==> src/rtl/runge_kutta_stage_update_unit_assert.svh <==
// Assertion macros for the stage update unit
`ifndef RUNGE_KUTTA_STAGE_UPDATE_UNIT_ASSERT_SVH
`define RUNGE_KUTTA_STAGE_UPDATE_UNIT_ASSERT_SVH

// antecedent implies consequent on the next cycle
`define RKS_ASSERT_NEXT(label, clk, rst, ante, cons, msg) \
   label: assert property (@(posedge clk) disable iff (rst) (ante) |=> (cons)) \
      else $error(msg);

// antecedent implies consequent in the same cycle
`define RKS_ASSERT_SAME(label, clk, rst, ante, cons, msg) \
   label: assert property (@(posedge clk) disable iff (rst) (ante) |-> (cons)) \
      else $error(msg);

`endif

==> src/rtl/rks_pkg.sv <==
`default_nettype none
package rks_pkg;
   localparam int DataWidthDefault = 32;
   localparam int FracBitsDefault  = 16;

   localparam logic [2:0] CSR_CFL_NUMBER    = 3'd0;
   localparam logic [2:0] CSR_STAGE_ALPHA   = 3'd1;
   localparam logic [2:0] CSR_STAGE_BETA    = 3'd2;
   localparam logic [2:0] CSR_TIME_ACCURATE = 3'd3;
   localparam logic [2:0] CSR_GLOBAL_STEP   = 3'd4;

   // datapath operand selection for the shared multiplier
   localparam logic [2:0] MUL_RATIO = 3'd0;
   localparam logic [2:0] MUL_ALPHA = 3'd1;
   localparam logic [2:0] MUL_RHS_A = 3'd2;
   localparam logic [2:0] MUL_BETA  = 3'd3;
   localparam logic [2:0] MUL_RHS_B = 3'd4;

   typedef struct packed {
      logic       load;       // capture item
      logic       div_start;  // start divider
      logic       div_sweep;  // divide global_step by max cfl
      logic       mul_go;     // perform one multiply step
      logic [2:0] mul_sel;
      logic       finish;     // form result
   } cmd_type;

   typedef struct packed {
      logic div_busy;
      logic alpha_nz;
      logic beta_nz;
      logic time_acc;
      logic upd;
      logic last;
   } status_type;
endpackage
`default_nettype wire

==> src/rtl/rks_ctrl.sv <==
`default_nettype none
`include "runge_kutta_stage_update_unit_assert.svh"
module rks_ctrl import rks_pkg::*; (
   input  wire logic clock,
   input  wire logic reset,
   input  wire logic in_valid,
   output logic      in_ready,
   output logic      out_valid,
   input  wire logic out_ready,
   input  wire status_type sts,
   output cmd_type   cmd,
   output logic      capture
);
   localparam logic [3:0] S_IDLE  = 4'd0;
   localparam logic [3:0] S_DIV   = 4'd1;
   localparam logic [3:0] S_DWAIT = 4'd2;
   localparam logic [3:0] S_DTLAT = 4'd3;
   localparam logic [3:0] S_MUL   = 4'd4;
   localparam logic [3:0] S_SWDIV = 4'd5;
   localparam logic [3:0] S_SWAIT = 4'd6;
   localparam logic [3:0] S_OUT   = 4'd7;

   logic [3:0] state_ff, state_in;
   logic [2:0] msel_ff, msel_in;
   logic       ovalid_ff, ovalid_in;

   // the output register holds the result, so the next item may be worked
   // on while it waits; only the capture itself waits for the transfer
   assign in_ready = (state_ff == S_IDLE);
   assign out_valid = ovalid_ff;

   always_comb begin
      state_in = state_ff;
      msel_in = msel_ff;
      ovalid_in = ovalid_ff && !out_ready;
      cmd = '0;
      capture = 1'b0;
      unique case (state_ff)
         S_IDLE: if (in_valid && in_ready) begin
            cmd.load = 1'b1;
            state_in = S_DIV;
         end
         S_DIV: begin
            if (sts.upd) begin
               cmd.div_start = 1'b1;
               state_in = S_DWAIT;
            end else state_in = S_SWDIV;
         end
         S_DWAIT: if (!sts.div_busy) state_in = S_DTLAT;
         S_DTLAT: begin
            // dt is latched this cycle
            msel_in = sts.time_acc ? MUL_RATIO : MUL_ALPHA;
            state_in = S_MUL;
         end
         S_MUL: begin
            cmd.mul_sel = msel_ff;
            cmd.mul_go = 1'b1;
            if ((msel_ff == MUL_ALPHA || msel_ff == MUL_RHS_A) && !sts.alpha_nz)
               cmd.mul_go = 1'b0;
            if ((msel_ff == MUL_BETA || msel_ff == MUL_RHS_B) && !sts.beta_nz)
               cmd.mul_go = 1'b0;
            if (msel_ff == MUL_RHS_B) state_in = S_SWDIV;
            else msel_in = msel_ff + 3'd1;
         end
         S_SWDIV: begin
            if (sts.last && sts.time_acc) begin
               cmd.div_start = 1'b1;
               cmd.div_sweep = 1'b1;
               state_in = S_SWAIT;
            end else state_in = S_OUT;
         end
         S_SWAIT: begin
            cmd.div_sweep = 1'b1;
            if (!sts.div_busy) state_in = S_OUT;
         end
         S_OUT: begin
            cmd.div_sweep = 1'b1;
            // hold while the previous result still waits for its transfer
            if (!ovalid_ff || out_ready) begin
               capture = 1'b1;
               ovalid_in = 1'b1;
               state_in = S_IDLE;
            end
         end
         default: state_in = S_IDLE;
      endcase
      cmd.finish = capture;
   end

   always_ff @(posedge clock) begin
      if (reset) begin
         state_ff <= S_IDLE;
         msel_ff <= MUL_RATIO;
         ovalid_ff <= 1'b0;
      end else begin
         state_ff <= state_in;
         msel_ff <= msel_in;
         ovalid_ff <= ovalid_in;
      end
   end

   `RKS_ASSERT_SAME(a_no_accept_busy, clock, reset, state_ff != S_IDLE, !in_ready, "accept while busy")
   `RKS_ASSERT_NEXT(a_out_after_cap, clock, reset, capture, out_valid, "result not shown")
   `RKS_ASSERT_NEXT(a_hold_rsp, clock, reset, out_valid && !out_ready, out_valid, "result dropped")
   `RKS_ASSERT_SAME(a_no_overwrite, clock, reset, capture, !out_valid || out_ready, "result overwritten")
endmodule
`default_nettype wire

==> config.mk <==
export PLATFORM = sky130hd
export DESIGN_NAME = rks_ctrl
export DESIGN_NICKNAME = d
export VERILOG_FILES = /design/src/rtl/rks_pkg.sv /design/src/rtl/rks_ctrl.sv
export VERILOG_INCLUDE_DIRS = /design/src /design/src/rtl
export SDC_FILE = /design/constraint.sdc
export NUM_CORES = 1
export LEC_CHECK = 0
export BUFFER_PORTS_ARGS = -buffer_cell sky130_fd_sc_hd__buf_2
export CORE_AREA = 2 2 39 41
export CTS_BUF_LIST = sky130_fd_sc_hd__clkbuf_4 sky130_fd_sc_hd__clkbuf_8
export DETAILED_ROUTE_END_ITERATION = 10
export DIE_AREA = 0 0 41 43
export PLACE_DENSITY = 0.71
export SYNTH_ARGS = -nofsm -noshare
export SYNTH_HDL_FRONTEND = slang
export SYNTH_SLANG_ARGS = --single-unit
==> constraint.sdc <==
create_clock -name clock -period 1.6 [get_ports clock]
set_input_delay 0.24 -clock clock [delete_from_list [all_inputs] [get_ports clock]]
set_output_delay 0.24 -clock clock [all_outputs]
set_load 0.05 [all_outputs]
* After elaboration in Yosys (flattened, before gate mapping)
Cells that the tools add are included.
** Word-level totals
- Register bits after elaboration :: 8
- Latch bits :: 0
- Bits in writable memories :: 0
- Memory bits (read-only) :: 0
- Bits of input ports :: 10
- Output and inout port bits :: 11
- Logic and storage cells :: 62
- Memories kept :: 0
** Cells by class
- $add $sub $neg :: 1
- Multipliers :: 0
- Div/mod/pow operators :: 0
- Magnitude comparators :: 0
- Eq/ne operators :: 17
- Shifts and indexed selects :: 0
- Muxes and demuxes :: 24
- Bitwise gates (word level) :: 0
- Reductions and logical operators :: 17
** Operators with widths (count)
- 4-bit case mux with 8 select lines :: 1
- 4-bit two-way mux :: 6
- 4-bit by 3-bit == test with 1-bit output, second input constant :: 4
- 1-bit two-way mux :: 11
- 2-bit inequality test, second input constant :: 5
- 4-bit by 2-bit == test with 1-bit output, second input constant :: 2
- 3-bit by 2-bit == test with 1-bit output, second input constant :: 2
- 3-bit two-way mux :: 2
- 3-bit case mux with 2 select lines :: 1
- 1-bit logical AND :: 5
- 5-bit AND reduction :: 1
- 4-bit by 1-bit == test with 1-bit output, second input constant :: 1
- 1-bit logical NOT :: 4
- 4-bit logical NOT :: 1
- 1-bit case mux with 2 select lines :: 2
- 3-bit by 1-bit adder with 3-bit output, second input constant :: 1
- 3-bit by 1-bit == test with 1-bit output, second input constant :: 1
- 3-bit == test, second input constant :: 1
- 1-bit logical OR :: 3
- 2-bit two-way mux :: 1
- 2-bit by 1-bit inequality test with 1-bit output, second input constant :: 1
- 2-bit AND reduction :: 1
- 2-bit nonzero test :: 1
- 2-bit OR reduction :: 1

* Depth between registers and ports, before layout
Gate-level depths: netlist of run 1.
- Depth after elaboration :: 6
- Gate-level depth with buffers :: 5
- Gate-level depth less buffers :: 5

* Least setup slack after synthesis of run 1
OpenSTA, ideal clock, no wires.
- Path type :: reg2out
- Start point :: register state_ff[2]
- End point :: output cmd[7] in the netlist's numbering
- Arrival time :: 2.195 ns
- Data required time :: 1.360 ns
- Path slack :: -0.835 ns
- Cell stages (with the launch flop) :: 4
- Buffers on the path :: 1
- Cells stage by stage :: dfxtp_1 clkbuf_1 nor3_1 and2_1
** RTL lines
- start: declaration :: line rks_ctrl.sv:23 : logic [3:0] state_ff, state_in;
- start signal: assignment :: line rks_ctrl.sv:96 : state_ff <= state_in;
- end: declaration :: line rks_ctrl.sv:11 : output cmd_type cmd,

==> results of run 1 <==
-- synth_stat cells, types with 2 or more instances --
cell	instances	share of area
a31oi_1	2	0.025
o211ai_1	2	0.029
dfxtp_1	7	0.28
a21oi_1	6	0.059
ha_1	4	0.098
nor3_1	3	0.029
nand2b_1	4	0.049
nor2_1	7	0.052
nor4_1	2	0.025
nand3_1	3	0.029
and2_1	3	0.037
inv_1	3	0.022
nor2b_1	4	0.049
nand2_1	2	0.015
clkbuf_1	3	0.022
-- repair_timing --
item,in CTS,in global routing
pin swaps,3,3
resized for setup,24,15
hold buffers,0,0
endpoints found under the setup margin,7,8
setup buffers,2,1
-- critical path, stage by stage (launching register included) --
cell and delay (ns):
dfxtp_4 0.36, buf_6 0.12, ha_4 0.15, nand2b_1 0.08, a21oi_2 0.07, nor3_4 0.18, buf_6 0.18
-- placed cells by master (no fill, tap or decap), drive strengths merged, types with 4 or more instances in the layout --
master  instances
ha              4
buf            28
clkbuf          6
a21oi           6
dfxtp           7
nor2b           4
nor2            7
nand2b          4
-- worst paths after layout --
check,to,cells after the start,slack (ns),start
worst max register to register,msel_ff[0],4,0.16,state_ff[2]
worst min-delay path,state_ff[1],2,0.24,reset
worst min register to register,msel_ff[1],2,0.54,msel_ff[1]
worst max-delay path,cmd[4],6,-0.007,msel_ff[1]
-- cell type report --
cell class                 count  area, sq um  share of cell area
timing repair buffer          30        224.0              0.2557
tap                           16        20.02             0.02286
clock buffer                   4        30.03             0.03429
multi-input combinational     52        441.7              0.5043
sequential                     7        148.9              0.1700
inverter                       3        11.26             0.01286
-- state kept, by name, summed over array words and instances (netlist names) --
signal,count
msel_ff,3
out_valid,1
state_ff,3
-- layer usage --
metal  vias to the layer above  routed length, microns  track usage  part of all wire
li1                        300                       -            -                 -
met1                       279                     545       0.1857              0.39
met2                        23                     768       0.3156              0.55
met3                         0                      88      0.07853             0.063
met4                         0                       0      0.02000                 0
met5                         -                       0            0                 0
-- cells by family (layout without fill, tap and decap cells) --
kind of cell	after synthesis	in the layout
buffers and inverters	8	37
AOI/OAI and AO/OA	16	16
and+or+nand+nor	32	32
adders and majority gates	4	4
DFF	7	7
-- power breakdown --
part           internal (mW)  switching (mW)
logic                  0.120           0.171
registers              0.190          0.0141
clock network          0.112          0.0632
total                  0.422           0.249
-- stage by stage --
step                utilization  power (mW)  area (sq um)  std cells
finish                   0.6329      0.6709         875.8        112
global route             0.6329      0.7094         875.8        112
CTS                      0.5850      0.6558         809.5        111
detailed placement       0.5018      0.4509         694.4        105
global placement         0.5018      0.4460         694.4        105
floorplan                     -      0.3815         549.3         67
==> impl_metrics.yaml, run 1 <==
yosys:
  synth_nets: 81
  syn_area_per_cell_sq_um: 7.601
  synth_compound_area_frac: 0.2064
  ys_ff_latch: 7
  syn_area_sq_um: 509.2
  synthMuxAreaShare: 0
  synth_enable_flop_cells: 0
  ys_seq_area_frac: 0.2752
  synthXorXnorAreaFrac: 0
  synth_top_family_by_area: "simple AND/OR/NAND/NOR gates"
  synthSimpleGateAreaFrac: 0.3514
  synth_ff_type: "dfxtp_1"
  synthArstFlopShare: 0
  synth_cell_types: 27
  syn_inst: 67
  synth_fa_ha_area_frac: 0.09828
  synth-warning-count: 0
drt:
  num_vias: 602
  drt-total-wl_mm: 1.402
  avgRoutedWirePerCell_microns: 12.52
  drtAntennaViolNets: 0
  drtPass1Iterations: 4
  drt-initial-drc-count: 9
  route.detailed.drc: 0
  via_per_inst: 5.375
setup_path:
  startpoint_type: "flop"
  crit_arrival_ns: 1.37
  end_kind: "output pin"
  worst-setup-path-type: "reg -> out"
  cp.required_ns: 1.36
  cp_max_fo: 4
cts:
  clk_pin_slew_ns: 0.05
  clock_latency_ns: 0.25
  cts.sinks: 7
  root_buffer: "clkbuf_4"
  cts_made_buffers: 3
  htree_num_levels: 1
  tritoncts: "built"
  clock_path_buffers: 2
timing:
  setup_viol: 1
  clock_skew_ns: 0.005491
  tightest_slew_ns: 0.3763
  finalCritPeriodShare: 1.004
  max_clock_freq_mhz: 622.2
  drv_slew: 0
  fin_ws_ns: -0.007104
  rsz0062_at_grt: "true"
  timing.setup.tns_ns: -0.007104
  max-slew-margin-rel: 0.7426
  hold_viol: 0
  holdWs_ns: 0.2398
  final.min_clock_period_ns: 1.607
pwr:
  power_density_nw_per_um2: 766.0
  vdd_drop_max_mv: 0.4424
  p_leak_nw: 0.3543
place:
  place_ws_ns: 0.05187
  place_hpwl_mm: 1.012
  globalplace.congestion: 0.7599
  port_buffers: 20
floorplanning:
  die_w_microns: 41
  fp.dieH_microns: 43
  initial_core_util: 0.3680
  core-area_sq_um: 1384
  ios: 21
  fp-row-count: 14
  die_area_sq_um: 1763
global_route:
  grt_pass1_vias: 554
  overflow: 0
  antenna_found_initial: 0
  grt_max_degree: 13
  grt_pass1_wl_mm: 2.145
  globalRouteTotalUtil: 0.1774
run_status:
  status: "finished with violations"
  failed_checks: "setup timing"
finish:
  antenna_cells: 0
  area_growth_pct: 71.99
  fillerInstances: 136
  drive_gt1_frac: 0.5938
  fin_nets: 111
min_path:
  hold_class: "in -> reg"
job:
  maxCapViolations: 0
No activity file was read; power rests on OpenSTA's default activity.
==> inputs of run 2 (changes only) <==
SKIP_LAST_GASP = 1   (was unset)
==> impl_metrics.yaml, run 2 (synthesis results as in run 1) <==
min_path:
  hold_class: "in -> reg"
  hold_start: "reset"
  worstHoldPathCells: 2
  min_to: "out_valid"
global_route:
  grt_pass1_wl_mm: 2.145
  overflow: 0
  grt_max_degree: 13
  grt_pass1_vias: 554
  globalRouteTotalUtil: 0.1774
  antenna_found_initial: 0
pwr:
  p_total_mw: 0.6692
  p_leak_nw: 0.3537
  vdd_drop_max_mv: 0.4424
  power_density_nw_per_um2: 766.2
floorplanning:
  fp.dieH_microns: 43
  ios: 21
  die_area_sq_um: 1763
  fp-row-count: 14
  initial_core_util: 0.3680
  die_w_microns: 41
  core-area_sq_um: 1384
setup_path:
  crit_arrival_ns: 1.37
  end_kind: "output pin"
  cp_max_fo: 4
  startpoint_type: "flop"
  cp.required_ns: 1.36
  reg2reg_from: "state_ff[1]"
  crit_chain: "buf_6, ha_4, nand2b_1, a21oi_2, nor3_4, buf_6"
  worst_r2r_endpoint: "msel_ff[0]"
  cpPeakStageDelay_ns: 0.36
  crit_buf_inv: 2
  r2r_slack_ns: 0.16
  cp_slowest_cell: "dfxtp_4"
  cpLargestDelayFamily: "flip-flops"
  worst-setup-path-type: "reg -> out"
  r2r.worst_path.cells: 4
  cpMostUsedCell: "buf_6"
cts:
  htree_num_levels: 1
  tritoncts: "built"
  clock_latency_ns: 0.25
  root_buffer: "clkbuf_4"
  clock_path_buffers: 2
  cts.sinks: 7
  cts_made_buffers: 3
  clk_pin_slew_ns: 0.05
place:
  placed_area_sq_um: 694.4
  place_hpwl_mm: 1.012
  port_buffers: 20
  globalplace.congestion: 0.7599
timing:
  tightest_slew_ns: 0.3763
  holdWs_ns: 0.2424
  max_clock_freq_mhz: 622.2
  max-slew-margin-rel: 0.7426
  final.min_clock_period_ns: 1.607
  hold_viol: 0
  finalCritPeriodShare: 1.004
  drv_slew: 0
  fin_ws_ns: -0.007104
  clock_skew_ns: 0.005491
  setup_viol: 1
  timing.setup.tns_ns: -0.007104
  rsz0062_at_grt: "true"
job:
  maxCapViolations: 0
drt:
  route.detailed.drc: 0
  drt-initial-drc-count: 9
  drtAntennaViolNets: 0
  avgRoutedWirePerCell_microns: 12.52
  drt-total-wl_mm: 1.402
  num_vias: 602
  via_per_inst: 5.375
  drtPass1Iterations: 4
finish:
  final_cell_mix: "buf_2, buf_4, buf_6"
  drive_gt1_frac: 0.5729
  area_growth_pct: 71.50
  fin_area_sq_um: 873.3
  final_common_cell: "buf_2"
  fin_nets: 111
  antenna_cells: 0
run_status:
  failed_checks: "setup timing"
  status: "finished with violations"
run 2: how the worst max path moves through the flow:
stage	startpoint	end	slack, ns	cells after the start
finish	msel_ff[1]	cmd[4]	-0.007	6
global route	msel_ff[1]	cmd[4]	-0.06	6
CTS	msel_ff[0]	cmd[4]	-0.04	6
detailed placement	msel_ff[1]	cmd[4]	0.05	6
global placement	msel_ff[0]	cmd[4]	0.1	6
floorplan	state_ff[2]	cmd[1]	-0.12	3
run 2: area by class of cell:
cell class | instances | area, sq um
clock buffer | 4 | 30.03
timing repair buffer | 30 | 224.0
tap | 16 | 20.02
fill | 135 | 510.5
multi-input combinational | 52 | 441.7
inverter | 3 | 11.26
sequential | 7 | 146.4
run 2: per-layer routing:
layer / vias to the layer above / track usage / share of wire
li1: 300 / - / -
met5: - / 0 / 0
met3: 0 / 0.07853 / 0.063
met2: 23 / 0.3156 / 0.55
met4: 0 / 0.02000 / 0
met1: 279 / 0.1857 / 0.39
run 2: what timing repair did:
item | in CTS | in global routing
hold buffers | 0 | 0
setup endpoints to repair | 7 | 8
pin swaps | 3 | 3
gates resized for setup | 24 | 13
setup buffers | 2 | 1
run 2: where the power goes:
part	leakage [nW]	total (mW)	switching, mW	internal, mW
clock	0.0184	0.175	0.0632	0.112
sequential	0.0587	0.203	0.0141	0.189
combinational	0.277	0.291	0.171	0.120
total	0.354	0.669	0.249	0.421
run 2: metrics by stage:
stage            util  worst slack, ns  std cells
6_report       0.6311        -0.007104        112
4_1_cts        0.5850         -0.04135        111
3_3_place_gp   0.5018          0.09922        105
3_5_place_dp   0.5018          0.05187        105
5_1_grt        0.6311         -0.05828        112
2_1_floorplan       -          -0.1215         67
==> inputs of run 3 (changes only) <==
ABC_AREA = 1   (was unset)
BUFFER_PORTS_ARGS = unset   (was -buffer_cell sky130_fd_sc_hd__buf_2)
DONT_BUFFER_PORTS = 1   (was unset)
PLACE_DENSITY = 0.6   (was 0.71)
==> impl_metrics.yaml, run 3 <==
pwr:
  vdd_drop_max_mv: 0.6103
  internal-power_mw: 0.4543
  switchingPower_mw: 0.3547
  p_leak_nw: 0.3296
  sequentialPowerShare: 0.297
  power_density_nw_per_um2: 1030
  swShare: 0.4384
  power_frac_clock: 0.217
  p_total_mw: 0.8090
  pwr-share-comb: 0.486
global_route:
  antenna_found_initial: 0
  globalRouteTotalUtil: 0.1660
  use_met1: 0.1974
  gr-usage-met3: 0.08377
  grt_pass1_vias: 525
  grt_max_degree: 8
  overflow: 0
  met2_usage: 0.2563
  grt_pass1_wl_mm: 2.014
  busiest_layer: "met2"
setup_path:
  end_kind: "output pin"
  cp.required_ns: 1.36
  startpoint_type: "flop"
  worst-setup-path-type: "reg -> out"
  crit_start: "msel_ff[0]"
  reg2reg_from: "msel_ff[0]"
  crit_arrival_ns: 1.32
  cp_max_fo: 4
yosys:
  synth_top_area_frac: 0.2611
  synth_top_area_cell: "dfxtp_1"
  synth-warning-count: 0
  synthArstFlopShare: 0
  ys_seq_area_frac: 0.2611
  synth.area.top_cells: "dfxtp_1, a21oi_1, ha_1, inv_1, nand3_1"
  synth_nets: 97
  syn_inst: 83
  synth_ff_type: "dfxtp_1"
  ys_ff_latch: 7
  syn_area_per_cell_sq_um: 6.467
  synth_enable_flop_cells: 0
  synth_common_cells: "inv_1, a21oi_1, nand2_1, nor2_1, nand3_1"
  yosysMostFrequentCell: "inv_1"
  syn_area_sq_um: 536.8
  synth_cell_types: 19
finish:
  finalCoreUtilization: 0.5678
  final_cell_mix: "buf_4, nand2_1, nor2_1"
  antenna_cells: 0
  drive_gt1_frac: 0.5000
  final_common_cell: "buf_4"
  area_growth_pct: 46.39
  fin_nets: 115
run_status:
  status: "completed"
drt:
  route.detailed.drc: 0
  via_per_inst: 4.922
  drt-initial-drc-count: 15
  drt-total-wl_mm: 1.189
  drtAntennaViolNets: 0
  drtPass1Iterations: 4
  avgRoutedWirePerCell_microns: 10.25
  num_vias: 571
floorplanning:
  ios: 21
  fp-row-count: 14
  fp.dieH_microns: 43
  die_area_sq_um: 1763
  die_w_microns: 41
  initial_core_util: 0.3879
  core-area_sq_um: 1384
min_path:
  hold_start: "reset"
  hold_class: "in -> reg"
cts:
  htree_num_levels: 1
  cts_hold_buf: 0
  clk_pin_slew_ns: 0.05
  root_buffer: "clkbuf_4"
  clock_latency_ns: 0.25
  tritoncts: "built"
  clock_path_buffers: 2
  cts.sinks: 7
  cts_made_buffers: 3
timing:
  final.min_clock_period_ns: 1.558
  max-slew-margin-rel: 0.8640
  rsz0062_at_grt: "true"
  drv_slew: 0
  setup_viol: 0
  hold_viol: 0
  tightest_slew_ns: 0.2026
  holdWs_ns: 0.04725
  max_clock_freq_mhz: 642.0
  clock_skew_ns: 0.001495
  finalCritPeriodShare: 0.9735
place:
  globalplace.congestion: 0.7212
  port_buffers: 0
  place_hpwl_microns: 898.4
job:
  maxCapViolations: 0
==> run 3: path summary, 6_finish.rpt <==
path	slack (ns)	cells after the start	endpoint
max	0.04	6	cmd[4]
min	0.05	1	state_ff[1]
max reg2reg	0.32	9	msel_ff[2]
min reg2reg	0.54	2	out_valid
==> run 3: cell families (layout without fill, tap and decap cells) <==
kind of cell	count (synthesis)	after routing	share of synthesized area
flops	7	7	0.2611
fa+ha+maj	4	4	0.09324
simple gates	40	40	0.3730
compound gates	15	15	0.1445
buf+inv	17	34	0.1282
==> run 3: layout make-up <==
cell class	count	area [sq um]
sequential	7	148.9
tap	16	20.02
fill	137	598.1
clock buffer	4	30.03
inverter	15	58.81
timing repair buffer	15	132.6
multi-input combinational	59	395.4
==> run 3: timing repair <==
action / in CTS / in global routing
endpoints found under the setup margin: 1 / 5
pin swaps: 2 / 4
gates cloned: 0 / 0
resized for setup: 6 / 16
setup buffers: 4 / 0
==> run 3: routing by layer <==
metal  share of wire  vias to the layer above
met5               0                        -
met4               0                        0
met3           0.050                        0
met2            0.54                       13
met1            0.41                      256
li1                -                      302
==> run 3: power groups by stage <==
stage | sequential (mW) | combinational (mW) | clock, mW
after floorplan | 0.223 | 0.277 | 0
after global placement | 0.234 | 0.340 | 0
after detailed placement | 0.235 | 0.343 | 0
after CTS | 0.233 | 0.376 | 0.181
after global routing | 0.245 | 0.428 | 0.196
final | 0.240 | 0.393 | 0.175
==> run 3: metrics by stage <==
step / std cells / cell area, sq um / TNS, ns / worst slack, ns
6_report: 116 / 785.8 / 0 / 0.04240
5_1_grt: 116 / 785.8 / -0.05921 / -0.03372
4_1_cts: 116 / 729.5 / 0 / 0.01131
3_5_place_dp: 108 / 658.1 / 0 / 0.2066
3_3_place_gp: 108 / 658.1 / 0 / 0.2005
2_1_floorplan: 83 / 555.5 / -0.04044 / -0.04044
==> run 3: critical path: stages (launching register included) <==
cell     delay [ns]
dfxtp_4        0.37
inv_4          0.06
ha_4           0.15
nand2_2        0.07
a21oi_2        0.05
nor3_2         0.18
buf_6          0.18
